===== src/srtf_pkg.sv =====
// ----------------------------------------------------------------------------
// srtf_pkg
// Shared sizes, codes, word types and controller/datapath interface structs
// for the shortest-remaining-time-first tick scheduler.
// ----------------------------------------------------------------------------
`default_nettype none

package srtf_pkg;

  localparam int MAX_PROC  = 16;
  localparam int TIME_BITS = 16;

  localparam int SLOT_W = $clog2(MAX_PROC);
  localparam int CNT_W  = $clog2(MAX_PROC + 1);

  localparam int ID_W  = 16;
  localparam int ARR_W = 16;
  localparam int REM_W = 16;

  // arrival and tick compared at the wider of the two widths
  localparam int CMP_W = (TIME_BITS > ARR_W) ? TIME_BITS : ARR_W;

  localparam logic OP_LOAD = 1'b0;
  localparam logic OP_TICK = 1'b1;

  typedef struct packed {
    logic             operation;
    logic [ID_W-1:0]  process_id;
    logic [ARR_W-1:0] arrival_time;
    logic [REM_W-1:0] burst_time;
  } in_word_t;

  typedef struct packed {
    logic [ID_W-1:0] chosen_id;
    logic            idle;
    logic            all_done;
    logic            load_error;
  } out_word_t;

  typedef struct packed {
    logic capture;
    logic scan_rd;
    logic serve;
    logic tick_end;
    logic push;
  } dp_cmd_t;

  typedef struct packed {
    logic in_is_tick;
    logic table_empty;
    logic scan_last;
    logic out_free;
  } dp_stat_t;

endpackage

`default_nettype wire


===== src/srtf_ctrl.sv =====
// ----------------------------------------------------------------------------
// srtf_ctrl
// Sequencer: accepts a word; a tick word runs the slot scan and serve step
// (non-empty table) and the tick update; each result goes to the output.
// ----------------------------------------------------------------------------
`default_nettype none

module srtf_ctrl (
  input  wire               clk,
  input  wire               rst_n,
  input  wire               in_valid,
  output logic              in_stall,
  input  srtf_pkg::dp_stat_t stat,
  output srtf_pkg::dp_cmd_t  cmd
);

  localparam logic [2:0] S_IDLE    = 3'd0;
  localparam logic [2:0] S_SCAN    = 3'd1;
  localparam logic [2:0] S_DRAIN   = 3'd2;
  localparam logic [2:0] S_SERVE   = 3'd3;
  localparam logic [2:0] S_TICKEND = 3'd4;
  localparam logic [2:0] S_PUSH    = 3'd5;

  logic [2:0] state_r;
  logic [2:0] state_nxt;

  always_comb begin
    state_nxt = state_r;
    cmd       = '0;
    case (state_r)
      S_IDLE: begin
        cmd.capture = in_valid;
        if (in_valid) begin
          if (!stat.in_is_tick) begin
            state_nxt = S_PUSH;
          end else if (stat.table_empty) begin
            state_nxt = S_TICKEND;
          end else begin
            state_nxt = S_SCAN;
          end
        end
      end
      S_SCAN: begin
        cmd.scan_rd = 1'b1;
        if (stat.scan_last) begin
          state_nxt = S_DRAIN;
        end
      end
      S_DRAIN: begin
        // last slot is compared this cycle
        state_nxt = S_SERVE;
      end
      S_SERVE: begin
        cmd.serve = 1'b1;
        state_nxt = S_TICKEND;
      end
      S_TICKEND: begin
        cmd.tick_end = 1'b1;
        state_nxt    = S_PUSH;
      end
      S_PUSH: begin
        if (stat.out_free) begin
          cmd.push  = 1'b1;
          state_nxt = S_IDLE;
        end
      end
      default: begin
        state_nxt = S_IDLE;
      end
    endcase
  end

  assign in_stall = (state_r != S_IDLE);

  always_ff @(posedge clk) begin
    if (!rst_n) begin
      state_r <= S_IDLE;
    end else begin
      state_r <= state_nxt;
    end
  end

endmodule

`default_nettype wire


===== src/srtf_dpath.sv =====
// ----------------------------------------------------------------------------
// srtf_dpath
// Slot memories, scan comparator, counters, time register, pending result
// and output register of the tick scheduler.
// ----------------------------------------------------------------------------
`default_nettype none

module srtf_dpath (
  input  wire                 clk,
  input  wire                 rst_n,
  input  srtf_pkg::in_word_t  in_word,
  input  srtf_pkg::dp_cmd_t   cmd,
  output srtf_pkg::dp_stat_t  stat,
  output logic                out_valid,
  input  wire                 out_stall,
  output srtf_pkg::out_word_t out_word
);

  localparam int SLOT_W = srtf_pkg::SLOT_W;
  localparam int CNT_W  = srtf_pkg::CNT_W;
  localparam int CMP_W  = srtf_pkg::CMP_W;
  localparam int TB     = srtf_pkg::TIME_BITS;

  // slot memories
  logic [srtf_pkg::ID_W-1:0]  id_mem  [srtf_pkg::MAX_PROC];
  logic [srtf_pkg::ARR_W-1:0] arr_mem [srtf_pkg::MAX_PROC];
  logic [srtf_pkg::REM_W-1:0] rem_mem [srtf_pkg::MAX_PROC];

  logic [CNT_W-1:0] count_r, count_nxt;
  logic [CNT_W-1:0] active_r, active_nxt;
  logic [TB-1:0]    tick_r, tick_nxt;

  logic [SLOT_W-1:0] scan_idx_r;
  logic              rd_vld_r;
  logic [SLOT_W-1:0] rd_idx_r;
  logic [srtf_pkg::ARR_W-1:0] arr_rd_r;
  logic [srtf_pkg::REM_W-1:0] rem_rd_r;
  logic [srtf_pkg::ID_W-1:0]  id_rd_r;

  logic                       found_r;
  logic [SLOT_W-1:0]          best_r;
  logic [srtf_pkg::REM_W-1:0] best_rem_r;

  srtf_pkg::out_word_t res_r, res_nxt;
  srtf_pkg::out_word_t out_word_r;
  logic                out_valid_r, out_valid_nxt;

  logic              table_full;
  logic              load_ok;
  logic [SLOT_W-1:0] load_slot;
  logic              cand;
  logic              better;
  logic              finishes;

  assign table_full = (count_r == CNT_W'(srtf_pkg::MAX_PROC));
  assign load_ok    = cmd.capture && (in_word.operation == srtf_pkg::OP_LOAD) && !table_full;
  assign load_slot  = count_r[SLOT_W-1:0];

  // ready: arrived by now and still has work
  assign cand   = rd_vld_r && (CMP_W'(arr_rd_r) <= CMP_W'(tick_r)) && (rem_rd_r != '0);
  assign better = cand && (!found_r || (rem_rd_r < best_rem_r));

  // served entry runs out on this tick
  assign finishes = found_r && (best_rem_r == srtf_pkg::REM_W'(1));

  assign stat.in_is_tick  = (in_word.operation == srtf_pkg::OP_TICK);
  assign stat.table_empty = (count_r == '0);
  assign stat.scan_last   = (CNT_W'(scan_idx_r) == (count_r - CNT_W'(1)));
  assign stat.out_free    = !out_valid_r || !out_stall;

  always_comb begin
    count_nxt     = count_r;
    active_nxt    = active_r;
    tick_nxt      = tick_r;
    res_nxt       = res_r;
    out_valid_nxt = out_valid_r;

    if (cmd.capture && (in_word.operation == srtf_pkg::OP_LOAD)) begin
      if (table_full) begin
        res_nxt.chosen_id  = '0;
        res_nxt.idle       = 1'b0;
        res_nxt.all_done   = (active_r == '0);
        res_nxt.load_error = 1'b1;
      end else begin
        count_nxt = count_r + CNT_W'(1);
        if (in_word.burst_time != '0) begin
          active_nxt = active_r + CNT_W'(1);
        end
        res_nxt.chosen_id  = '0;
        res_nxt.idle       = 1'b0;
        res_nxt.all_done   = (active_nxt == '0);
        res_nxt.load_error = 1'b0;
      end
    end

    if (cmd.tick_end) begin
      if (finishes) begin
        active_nxt = active_r - CNT_W'(1);
      end
      // saturate at the top of the time range
      if (tick_r != '1) begin
        tick_nxt = tick_r + TB'(1);
      end
      res_nxt.chosen_id  = found_r ? id_rd_r : '0;
      res_nxt.idle       = !found_r;
      res_nxt.all_done   = (active_nxt == '0);
      res_nxt.load_error = 1'b0;
    end

    if (cmd.push) begin
      out_valid_nxt = 1'b1;
    end else if (!out_stall) begin
      out_valid_nxt = 1'b0;
    end
  end

  // memories
  always_ff @(posedge clk) begin
    if (load_ok) begin
      id_mem[load_slot]  <= in_word.process_id;
      arr_mem[load_slot] <= in_word.arrival_time;
    end
    if (cmd.scan_rd) begin
      arr_rd_r <= arr_mem[scan_idx_r];
    end
    if (cmd.serve) begin
      id_rd_r <= id_mem[best_r];
    end
  end

  always_ff @(posedge clk) begin
    if (load_ok) begin
      rem_mem[load_slot] <= in_word.burst_time;
    end else if (cmd.serve && found_r) begin
      rem_mem[best_r] <= best_rem_r - srtf_pkg::REM_W'(1);
    end
    if (cmd.scan_rd) begin
      rem_rd_r <= rem_mem[scan_idx_r];
    end
  end

  // scan address and compare stage
  always_ff @(posedge clk) begin
    if (!rst_n) begin
      scan_idx_r <= '0;
      rd_vld_r   <= 1'b0;
      found_r    <= 1'b0;
    end else begin
      rd_vld_r <= cmd.scan_rd;
      if (cmd.capture) begin
        scan_idx_r <= '0;
        found_r    <= 1'b0;
      end else begin
        if (cmd.scan_rd) begin
          scan_idx_r <= scan_idx_r + SLOT_W'(1);
        end
        if (better) begin
          found_r <= 1'b1;
        end
      end
    end
  end

  always_ff @(posedge clk) begin
    if (cmd.scan_rd) begin
      rd_idx_r <= scan_idx_r;
    end
    if (better) begin
      best_r     <= rd_idx_r;
      best_rem_r <= rem_rd_r;
    end
    res_r <= res_nxt;
    if (cmd.push) begin
      out_word_r <= res_r;
    end
  end

  always_ff @(posedge clk) begin
    if (!rst_n) begin
      count_r     <= '0;
      active_r    <= '0;
      tick_r      <= '0;
      out_valid_r <= 1'b0;
    end else begin
      count_r     <= count_nxt;
      active_r    <= active_nxt;
      tick_r      <= tick_nxt;
      out_valid_r <= out_valid_nxt;
    end
  end

  assign out_valid = out_valid_r;
  assign out_word  = out_word_r;

endmodule

`default_nettype wire


===== src/srtf_tick_scheduler_top.sv =====
// ----------------------------------------------------------------------------
// srtf_tick_scheduler_top
// Shortest-remaining-time-first scheduler, one tick word per time unit.
// Load word: captured, then pushed. No word is taken until the last is pushed.
// Tick word: slot scan over the N loaded entries, one slot per cycle, then
// drain, serve, tick update and push; with none loaded, tick update and push.
// Reset clears entry count, time and output valid; slot memories are not
// cleared and need no clearing pass.
// ----------------------------------------------------------------------------
`default_nettype none

module srtf_tick_scheduler_top (
  input  wire                 clk,
  input  wire                 rst_n,
  input  wire                 in_valid,
  output logic                in_stall,
  input  srtf_pkg::in_word_t  in_word,
  output logic                out_valid,
  input  wire                 out_stall,
  output srtf_pkg::out_word_t out_word
);

  srtf_pkg::dp_cmd_t  cmd;
  srtf_pkg::dp_stat_t stat;

  srtf_ctrl u_ctrl (
    .clk      (clk),
    .rst_n    (rst_n),
    .in_valid (in_valid),
    .in_stall (in_stall),
    .stat     (stat),
    .cmd      (cmd)
  );

  srtf_dpath u_dpath (
    .clk       (clk),
    .rst_n     (rst_n),
    .in_word   (in_word),
    .cmd       (cmd),
    .stat      (stat),
    .out_valid (out_valid),
    .out_stall (out_stall),
    .out_word  (out_word)
  );

endmodule

`default_nettype wire


===== config.mk =====
export PLATFORM = sky130hd
export DESIGN_NAME = srtf_tick_scheduler_top
export DESIGN_NICKNAME = d
export VERILOG_FILES = /design/src/srtf_pkg.sv /design/src/srtf_ctrl.sv /design/src/srtf_dpath.sv /design/src/srtf_tick_scheduler_top.sv
export SDC_FILE = /design/constraint.sdc
export NUM_CORES = 1
export LEC_CHECK = 0
export ABC_AREA = 1
export BUFFER_PORTS_ARGS = -buffer_cell sky130_fd_sc_hd__buf_2
export CORE_ASPECT_RATIO = 0.7
export CORE_MARGIN = 2
export CORE_UTILIZATION = 42
export DETAILED_ROUTE_END_ITERATION = 12
export HOLD_SLACK_MARGIN = 0.02
export SYNTH_ARGS = -nofsm -noshare
export SYNTH_HDL_FRONTEND = slang
export SYNTH_HIERARCHICAL = 1
export SYNTH_SLANG_ARGS = --single-unit

===== constraint.sdc =====
create_clock -name clk -period 7.9 [get_ports clk]
set_input_delay 0.79 -clock clk [delete_from_list [all_inputs] [get_ports clk]]
set_output_delay 0.79 -clock clk [all_outputs]
set_load 0.005 [all_outputs]

[After elaboration in Yosys (flattened, before gate mapping)]
Memory sizes are Yosys's and may differ from the RTL's. A register that Yosys moved wholly into a read port is not among the register bits.
Index checks and enable logic that the tools add are counted.
W data, S select, Z words.
Word-level totals
  flip-flop bits (word level): 98
  bits in writable memories: 768
  input bits: 53
  output and inout bits: 21
  word-level logic and storage cells: 108
  memories: 3
Cells by class
  add/sub/neg operators: 7
  order comparisons: 2
  equality and inequality tests: 13
  multiplexer cells: 34
  bitwise operators: 3
  reduce and logical (&&, ||, !) cells: 27
Memories
  u_dpath.arr_mem: depth 16, width 16, rd ports 1, clocked after Yosys merged registers in 1, write ports 1, line srtf_dpath.sv:26  | logic [srtf_pkg::ARR_W-1:0] arr_mem [srtf_pkg::MAX_PROC];
  u_dpath.id_mem: depth 16, width 16, rd ports 1, clocked after Yosys merged registers in 1, write ports 1, line srtf_dpath.sv:25  | logic [srtf_pkg::ID_W-1:0] id_mem [srtf_pkg::MAX_PROC];
  u_dpath.rem_mem: depth 16, width 16, rd ports 1, clocked after Yosys merged registers in 1, write ports 1, line srtf_dpath.sv:27  | logic [srtf_pkg::REM_W-1:0] rem_mem [srtf_pkg::MAX_PROC];
Operators by type and width (number)
  $mux W5: 8
  $mux W19: 2
  $mux W16: 2
  $reduce_bool A16 Y1: 2
  $logic_not A5 Y1: 4
  $pmux W3 S6: 1
  $add A16 B1 Y16 const B: 1
  $eq A16 B1 Y1 const B: 1
  $le A16 B16 Y1: 1
  $lt A16 B16 Y1: 1
  $ne A16 B16 Y1 const B: 1
  $reduce_or A16 Y1: 1
  $sub A16 B1 Y16 const B: 1
  $mux W3: 5
  $mux W1: 14
  $add A5 B1 Y5 const B: 2
  $sub A5 B1 Y5 const B: 2
  $logic_and A1 B1 Y1: 7
  $eq A3 B2 Y1 const B: 2
  $eq A3 B3 Y1 const B: 2
  $ne A2 B2 Y1 const B: 3
  $eq A4 B5 Y1: 1
  $eq A5 B5 Y1 const B: 1
  $add A4 B1 Y4 const B: 1
  13 further kinds: 20

[Logic depth before layout (Yosys ltp)]
Gate-level depths: netlist of run 1.
  depth in word-level cells: 10
  depth in mapped cells: 15
  mapped depth without buffers: 15

[By module]
Netlist of run 1, hierarchy kept.
By module, submodules not included
  srtf_dpath: instances 1, cells an instance 2743, area each 36742.7 um^2
  srtf_ctrl: instances 1, cells an instance 39, area each 231.5 um^2

[Least setup slack after synthesis of run 1]
OpenSTA, ideal clock, no wires.
  kind: input to register
  start point: input in_valid
  end point: memory u_dpath/arr_mem[8][0] in the netlist's numbering (enable)
  data arrival time: 3705 ps
  required time: 7439 ps
  setup slack: 3734 ps
  stages: 7
  buffers on the path: 1
  path through: inv_1 nor2_1 inv_1 nor2_1 nand2_4 buf_2 nor3_1
RTL lines
  start, declared: line srtf_tick_scheduler_top.sv:15  | input wire in_valid,
  end, declared: line srtf_dpath.sv:26

==> impl_metrics.yaml, run 1 <==
clocking:
  htree_num_levels: 3
  clk_latency_ns: 0.66
  cts_setup_buffers: 0
  root_buffer: "clkbuf_16"
  clk_path_buf_depth: 3
  cts_tree: "yes"
  cts_resized: 0
  ctsHoldBuffers: 0
  cts_made_buffers: 86
  cts_num_sinks: 914
  clk_pin_slew_worst_paths_ns: 0.07
layout:
  antenna_cells: 0
  drive_gt1_frac: 0.1131
  fill_cells: 7556
  fin_util: 0.4738
  syn_to_final_growth_pct: 12.34
  register_area_mm2: 0.02709
  multi_input_area_mm2: 0.008906
  layout.nets: 2930
synth:
  synth_area_leader_cell: "edfxtp_1"
  syn_inst: 2782
  synthFlopType: "edfxtp_1"
  synth_nets: 2878
  ys_ff_latch: 914
  seq_area_frac_synth: 0.7323
  yosysWarningCount: 6
  synth_area_mm2: 0.03697
  synth.area.top_cells: "edfxtp_1 71%, o21ai_0 4.8%, nor2_1 4.7%, o221ai_1 3.5%, nand2_1 2.1%"
  synth_edf_count: 877
  synth.distinct_cells: 44
  avgSynthCellArea_um2: 13.29
  synth_top_area_frac: 0.7123
  async_reset_ff_frac: 0
job:
  maxCapViolCount: 0
detailed_routing:
  wl_per_cell_um: 23.30
  vias_per_cell: 5.718
  drt_iter0_markers: 2707
  wl_um: 94690
  ant_nets: 0
  drtPass1Iterations: 8
  detail_route.drc_violations: 0
  vias: 23230
power_and_ir_drop:
  p_comb_frac: 0.143
  p_leak_nw: 13.79
  p_per_area_mw_per_mm2: 281.3
  p_sw_frac: 0.2739
  p_switching_w: 0.003200
  peakVddDrop_v: 0.0001929
  seqPwrFrac: 0.498
  p_int_w: 0.008483
  power_frac_clock: 0.359
critical_path:
  crit_chain: "inv_2 > nand3_1 > inv_1 > nand3_4 > o21ai_2 > nand3_2 > nor2_1 > buf_4"
  end_kind: "register"
  path_delay_family: "simple AND/OR/NAND/NOR gates"
  worstPathMaxFanout: 29
  worstPathArrival_ns: 4.03
  crit_slowest_cell: "nor2_1"
  cp.required_ns: 8.26
  worst-path-buf-inv: 3
  crit_type: "register to register"
  crit_path_max_incr_delay_ns: 0.74
  crit_path_start_kind: "register"
  r2r_setup_slack_ns: 4.23
global_route:
  grt_overflow_total: 0
  grt_pass1_wl_um: 140500
  grt_pass1_vias: 22420
  use_met1: 0.3200
  track_usage: 0.2075
  grt_use_met2: 0.2909
  grt_max_degree: 131
  antenna_found_initial: 13
  use_met3: 0.05538
  top_usage_layer: "met1"
worst_hold_path:
  hold_path_class: "register to register"
place:
  dpl.hpwl_um: 54860
  numPortBuffers: 73
  gp_congestion: 0.8600
timing:
  finalWorstPathRequiredPeriod_ns: 3.673
  hold_violations: 0
  fin_skew_ns: 0.03348
  drv_slew: 0
  rsz0062_at_grt: "false"
  setup_viol: 0
  fin_tns_setup_ns: 0
  min_period_over_period: 0.4649
  timing.slew.headroom: 0.1226
  fmax_ghz: 0.2723
  tightest_slew_ns: 1.316
  fin_worst_hold_slack_ns: 0.4114
floorplanning:
  fp.dieH_um: 252.2
  initial_utilization: 0.4217
  placementRows: 91
  die_x_um: 358.6
  io_pins: 74
  dieArea_mm2: 0.09046
  core_area_mm2: 0.08767
run_status:
  status: "complete, no violations"
==> area by class of cell <==
type / count / share of cell area
clock buffers: 105 / 0.05527
clock inverters: 50 / 0.01374
inverters: 108 / 0.009910
multi-input cells: 1593 / 0.2144
flip-flops and latches: 914 / 0.6521
well taps: 1162 / 0.03500
repair buffers: 131 / 0.01958
==> registers in the layout (all words and copies together), names as in the netlist, 19 cells and up <==
register,cells
u_dpath/id_mem,256
u_dpath/arr_mem,256
u_dpath/out_word,19
u_dpath/res_r,19
u_dpath/rem_mem,256
==> placed cells by master, fill, tap and decap left out, types with 44 or more instances in the layout <==
cell       netlist  routed
edfxtp_1       877     877
nor2_1         462     441
o21ai_0        352     352
nand2_1        202     202
o221ai_1       149     149
nand3_1         99      99
inv_1           95      94
clkbuf_16        0      88
buf_2           44      73
buf_4            8      57
mux2i_1         55      55
o211ai_1        44      44
==> metal layers <==
layer,part of all wire,vias up
met5,0.00045,-
met4,0.020,6
met3,0.098,140
met2,0.42,976
met1,0.46,11620
li1,-,10490
==> logic make-up (layout without fill, tap and decap cells) <==
group                      Yosys count  in the layout  synth area share
and+or+nand+nor                    824            824           0.09248
buffers and inverters              275            394           0.03106
DFF                                914            914            0.7323
xor gates and xnor gates            23             23          0.005448
AOI/OAI and AO/OA                  648            648            0.1093
muxes                               55             55           0.01489
adders and majority gates           43             43           0.01455
==> path summary, 6_finish.rpt <==
check	from	endpoint	depth (start not counted)
max	u_ctrl/state_r[2]	u_dpath/rem_mem[15][14]	8
min	u_dpath/res_r[3]	u_dpath/out_word[3]	0
max reg2reg	u_ctrl/state_r[2]	u_dpath/rem_mem[15][14]	8
min reg2reg	u_dpath/res_r[3]	u_dpath/out_word[3]	0
==> synthesized netlist by cell type, types with 35 or more instances <==
cell type / instances
o211ai_1: 44
clkbuf_1: 109
o21ai_0: 352
o22ai_1: 35
dfxtp_1: 37
a21oi_1: 43
nand2_1: 202
mux2i_1: 55
buf_2: 44
nor2_1: 462
nand3_1: 99
o221ai_1: 149
ha_1: 43
inv_1: 95
edfxtp_1: 877
==> metrics by stage <==
stage	total power (W)	setup slack (ns)	instance area [µm²]	cells
2_1_floorplan	0.006930	3.734	36970	2782
3_3_place_gp	0.007489	4.129	38660	3908
3_5_place_dp	0.007549	4.108	38660	3908
4_1_cts	0.01173	4.262	41530	4063
5_1_grt	0.01214	4.000	41540	4063
6_report	0.01168	4.227	41540	4063
==> power groups by stage <==
stage                     clock [W]  combinational [W]  sequential (W)
after CTS                   0.00428            0.00165         0.00581
after global routing        0.00446            0.00185         0.00583
final                       0.00420            0.00167         0.00581
after floorplan                   0            0.00114         0.00579
after global placement            0            0.00158         0.00590
after detailed placement          0            0.00164         0.00591
No activity file was read; power rests on OpenSTA's default activity.
==> run 2: changes to the inputs <==
Clock period 7.9 ns to 3.7 ns, I/O delays scaled along.
==> impl_metrics.yaml, run 2 (synthesized netlist as in run 1, its figures left out) <==
layout:
  syn_to_final_growth_pct: 13.62
  final_common_cell: "edfxtp_1"
  largest_registers: "u_dpath/arr_mem: 256 flops, u_dpath/id_mem: 256 flops, u_dpath/rem_mem: 256 flops"
  layout.nets: 2962
  drive_gt1_frac: 0.1222
  final_cell_mix: "877 x edfxtp_1, 441 x nor2_1, 352 x o21ai_0, 202 x nand2_1, 149 x o221ai_1"
  fill_cells: 7454
global_route:
  grt_pass1_wl_um: 140600
  grt_pass1_vias: 22450
  grt_overflow_total: 0
  antenna_found_initial: 11
  grt_max_degree: 168
  track_usage: 0.2060
clocking:
  cts_num_sinks: 914
  cts_resized: 0
  cts_setup_buffers: 0
  clk_latency_ns: 0.66
  clk_path_buf_depth: 3
  root_buffer: "clkbuf_16"
  cts_tree: "yes"
  cts_made_buffers: 90
  clk_pin_slew_worst_paths_ns: 0.06
  htree_num_levels: 3
  ctsHoldBuffers: 1
critical_path:
  r2r_cells: 10
  worst-path-stages: 10
  worst-path-buf-inv: 3
  r2r_setup_slack_ns: 0.63
  path_delay_family: "simple AND/OR/NAND/NOR gates"
  crit_path_max_incr_delay_ns: 0.46
  crit_chain: "nor2_2 > nand2_1 > nor2_1 > inv_1 > nor2_1 > nand2_4 > inv_2 > nand2_1 > nor2_4 > buf_12"
  crit_type: "register to register"
  crit_slowest_cell: "nor2_4"
  crit_path_start_kind: "register"
  end_kind: "register"
  worstPathMaxFanout: 21
  cp.required_ns: 4.05
  worstPathArrival_ns: 3.42
timing:
  setup_viol: 0
  hold_violations: 0
  fin_skew_ns: 0.02428
  min_period_over_period: 0.8289
  rsz0062_at_grt: "false"
  drv_slew: 0
  fmax_ghz: 0.3260
  fin_tns_setup_ns: 0
  finalWorstPathRequiredPeriod_ns: 3.067
  timing.slew.headroom: 0.2366
  tightest_slew_ns: 1.145
power_and_ir_drop:
  p_leak_nw: 14.04
  p_per_area_mw_per_mm2: 600.8
  power_w: 0.02524
  power_frac_clock: 0.365
  peakVddDrop_v: 0.0004421
  p_int_w: 0.01838
  p_comb_frac: 0.148
  seqPwrFrac: 0.487
  p_switching_w: 0.006866
  p_sw_frac: 0.2720
detailed_routing:
  vias_per_cell: 5.698
  drt_iter0_markers: 2834
  wl_per_cell_um: 22.83
  vias: 23390
  wl_um: 93710
  ant_nets: 0
  drtPass1Iterations: 6
  detail_route.drc_violations: 0
floorplanning:
  core_area_mm2: 0.08767
  placementRows: 91
  fp.dieH_um: 252.2
  die_x_um: 358.6
  initial_utilization: 0.4217
  io_pins: 74
  dieArea_mm2: 0.09046
worst_hold_path:
  hold_path_class: "input pin to register"
  holdPathStages: 1
place:
  numPortBuffers: 73
  gp_congestion: 0.8557
  dpl.hpwl_um: 55200
job:
  maxCapViolCount: 0
run_status:
  status: "complete, no violations"
[run 2: cell types whose count changed in the layout (fill, tap and decap cells not counted), sizes merged]
| cell | previous run | this run |
|---|---|---|
| buf | 131 | 158 |
| dlygate4sd3 | 0 | 1 |
| clkinv | 34 | 35 |
| diode | 0 | 3 |
| clkbuf | 105 | 115 |
| clkinvlp | 6 | 3 |
| inv | 108 | 110 |
[run 2: area by class of cell]
| cell class | instances | area, µm² | share of cell area |
|---|---|---|---|
| sequential | 914 | 27090 | 0.6447 |
| timing repair buffer | 159 | 1189 | 0.02829 |
| multi-input combinational | 1593 | 8906 | 0.2120 |
| tap | 1162 | 1454 | 0.03461 |
| clock inverter | 50 | 548.0 | 0.01305 |
| antenna | 3 | 7.507 | 0.0001787 |
| clock buffer | 115 | 2409 | 0.05733 |
| inverter | 108 | 411.6 | 0.009799 |
[run 2: path summary, 6_finish.rpt]
check / start / to
max: u_ctrl/state_r[1] / u_dpath/arr_mem[1][13]
min: in_word[44] / u_dpath/id_mem[10][12]
min reg2reg: u_dpath/res_r[14] / u_dpath/out_word[14]
max reg2reg: u_ctrl/state_r[1] / u_dpath/arr_mem[1][13]
[run 2: routing by layer]
layer | vias up | share of wire | track usage
met5 | - | 0.00014 | 0
met4 | 2 | 0.019 | 0.04821
met3 | 138 | 0.093 | 0.04325
met2 | 1074 | 0.42 | 0.2878
met1 | 11600 | 0.47 | 0.3261
li1 | 10580 | - | -
[run 2: metrics by stage]
stage	hold WS (ns)	setup slack (ns)	utilization	area [µm²]	instances
6_report	0.08584	0.6329	0.4792	42010	4104
5_1_grt	0.07163	0.4091	0.4791	42010	4102
4_1_cts	0.04235	0.2430	0.4790	42000	4101
3_5_place_dp	0.4057	0.2670	0.4452	39030	3935
3_3_place_gp	0.4040	0.5637	0.4452	39030	3935
2_1_floorplan	0.4003	-0.2310	-	36980	2782
[run 2: power by group through the flow]
stage                     Sequential (W)  Clock, W  Combinational, W
final                             0.0123   0.00920           0.00374
after global routing              0.0123   0.00978           0.00414
after CTS                         0.0123   0.00939           0.00369
after floorplan                   0.0124         0           0.00243
after global placement            0.0125         0           0.00358
after detailed placement          0.0125         0           0.00367
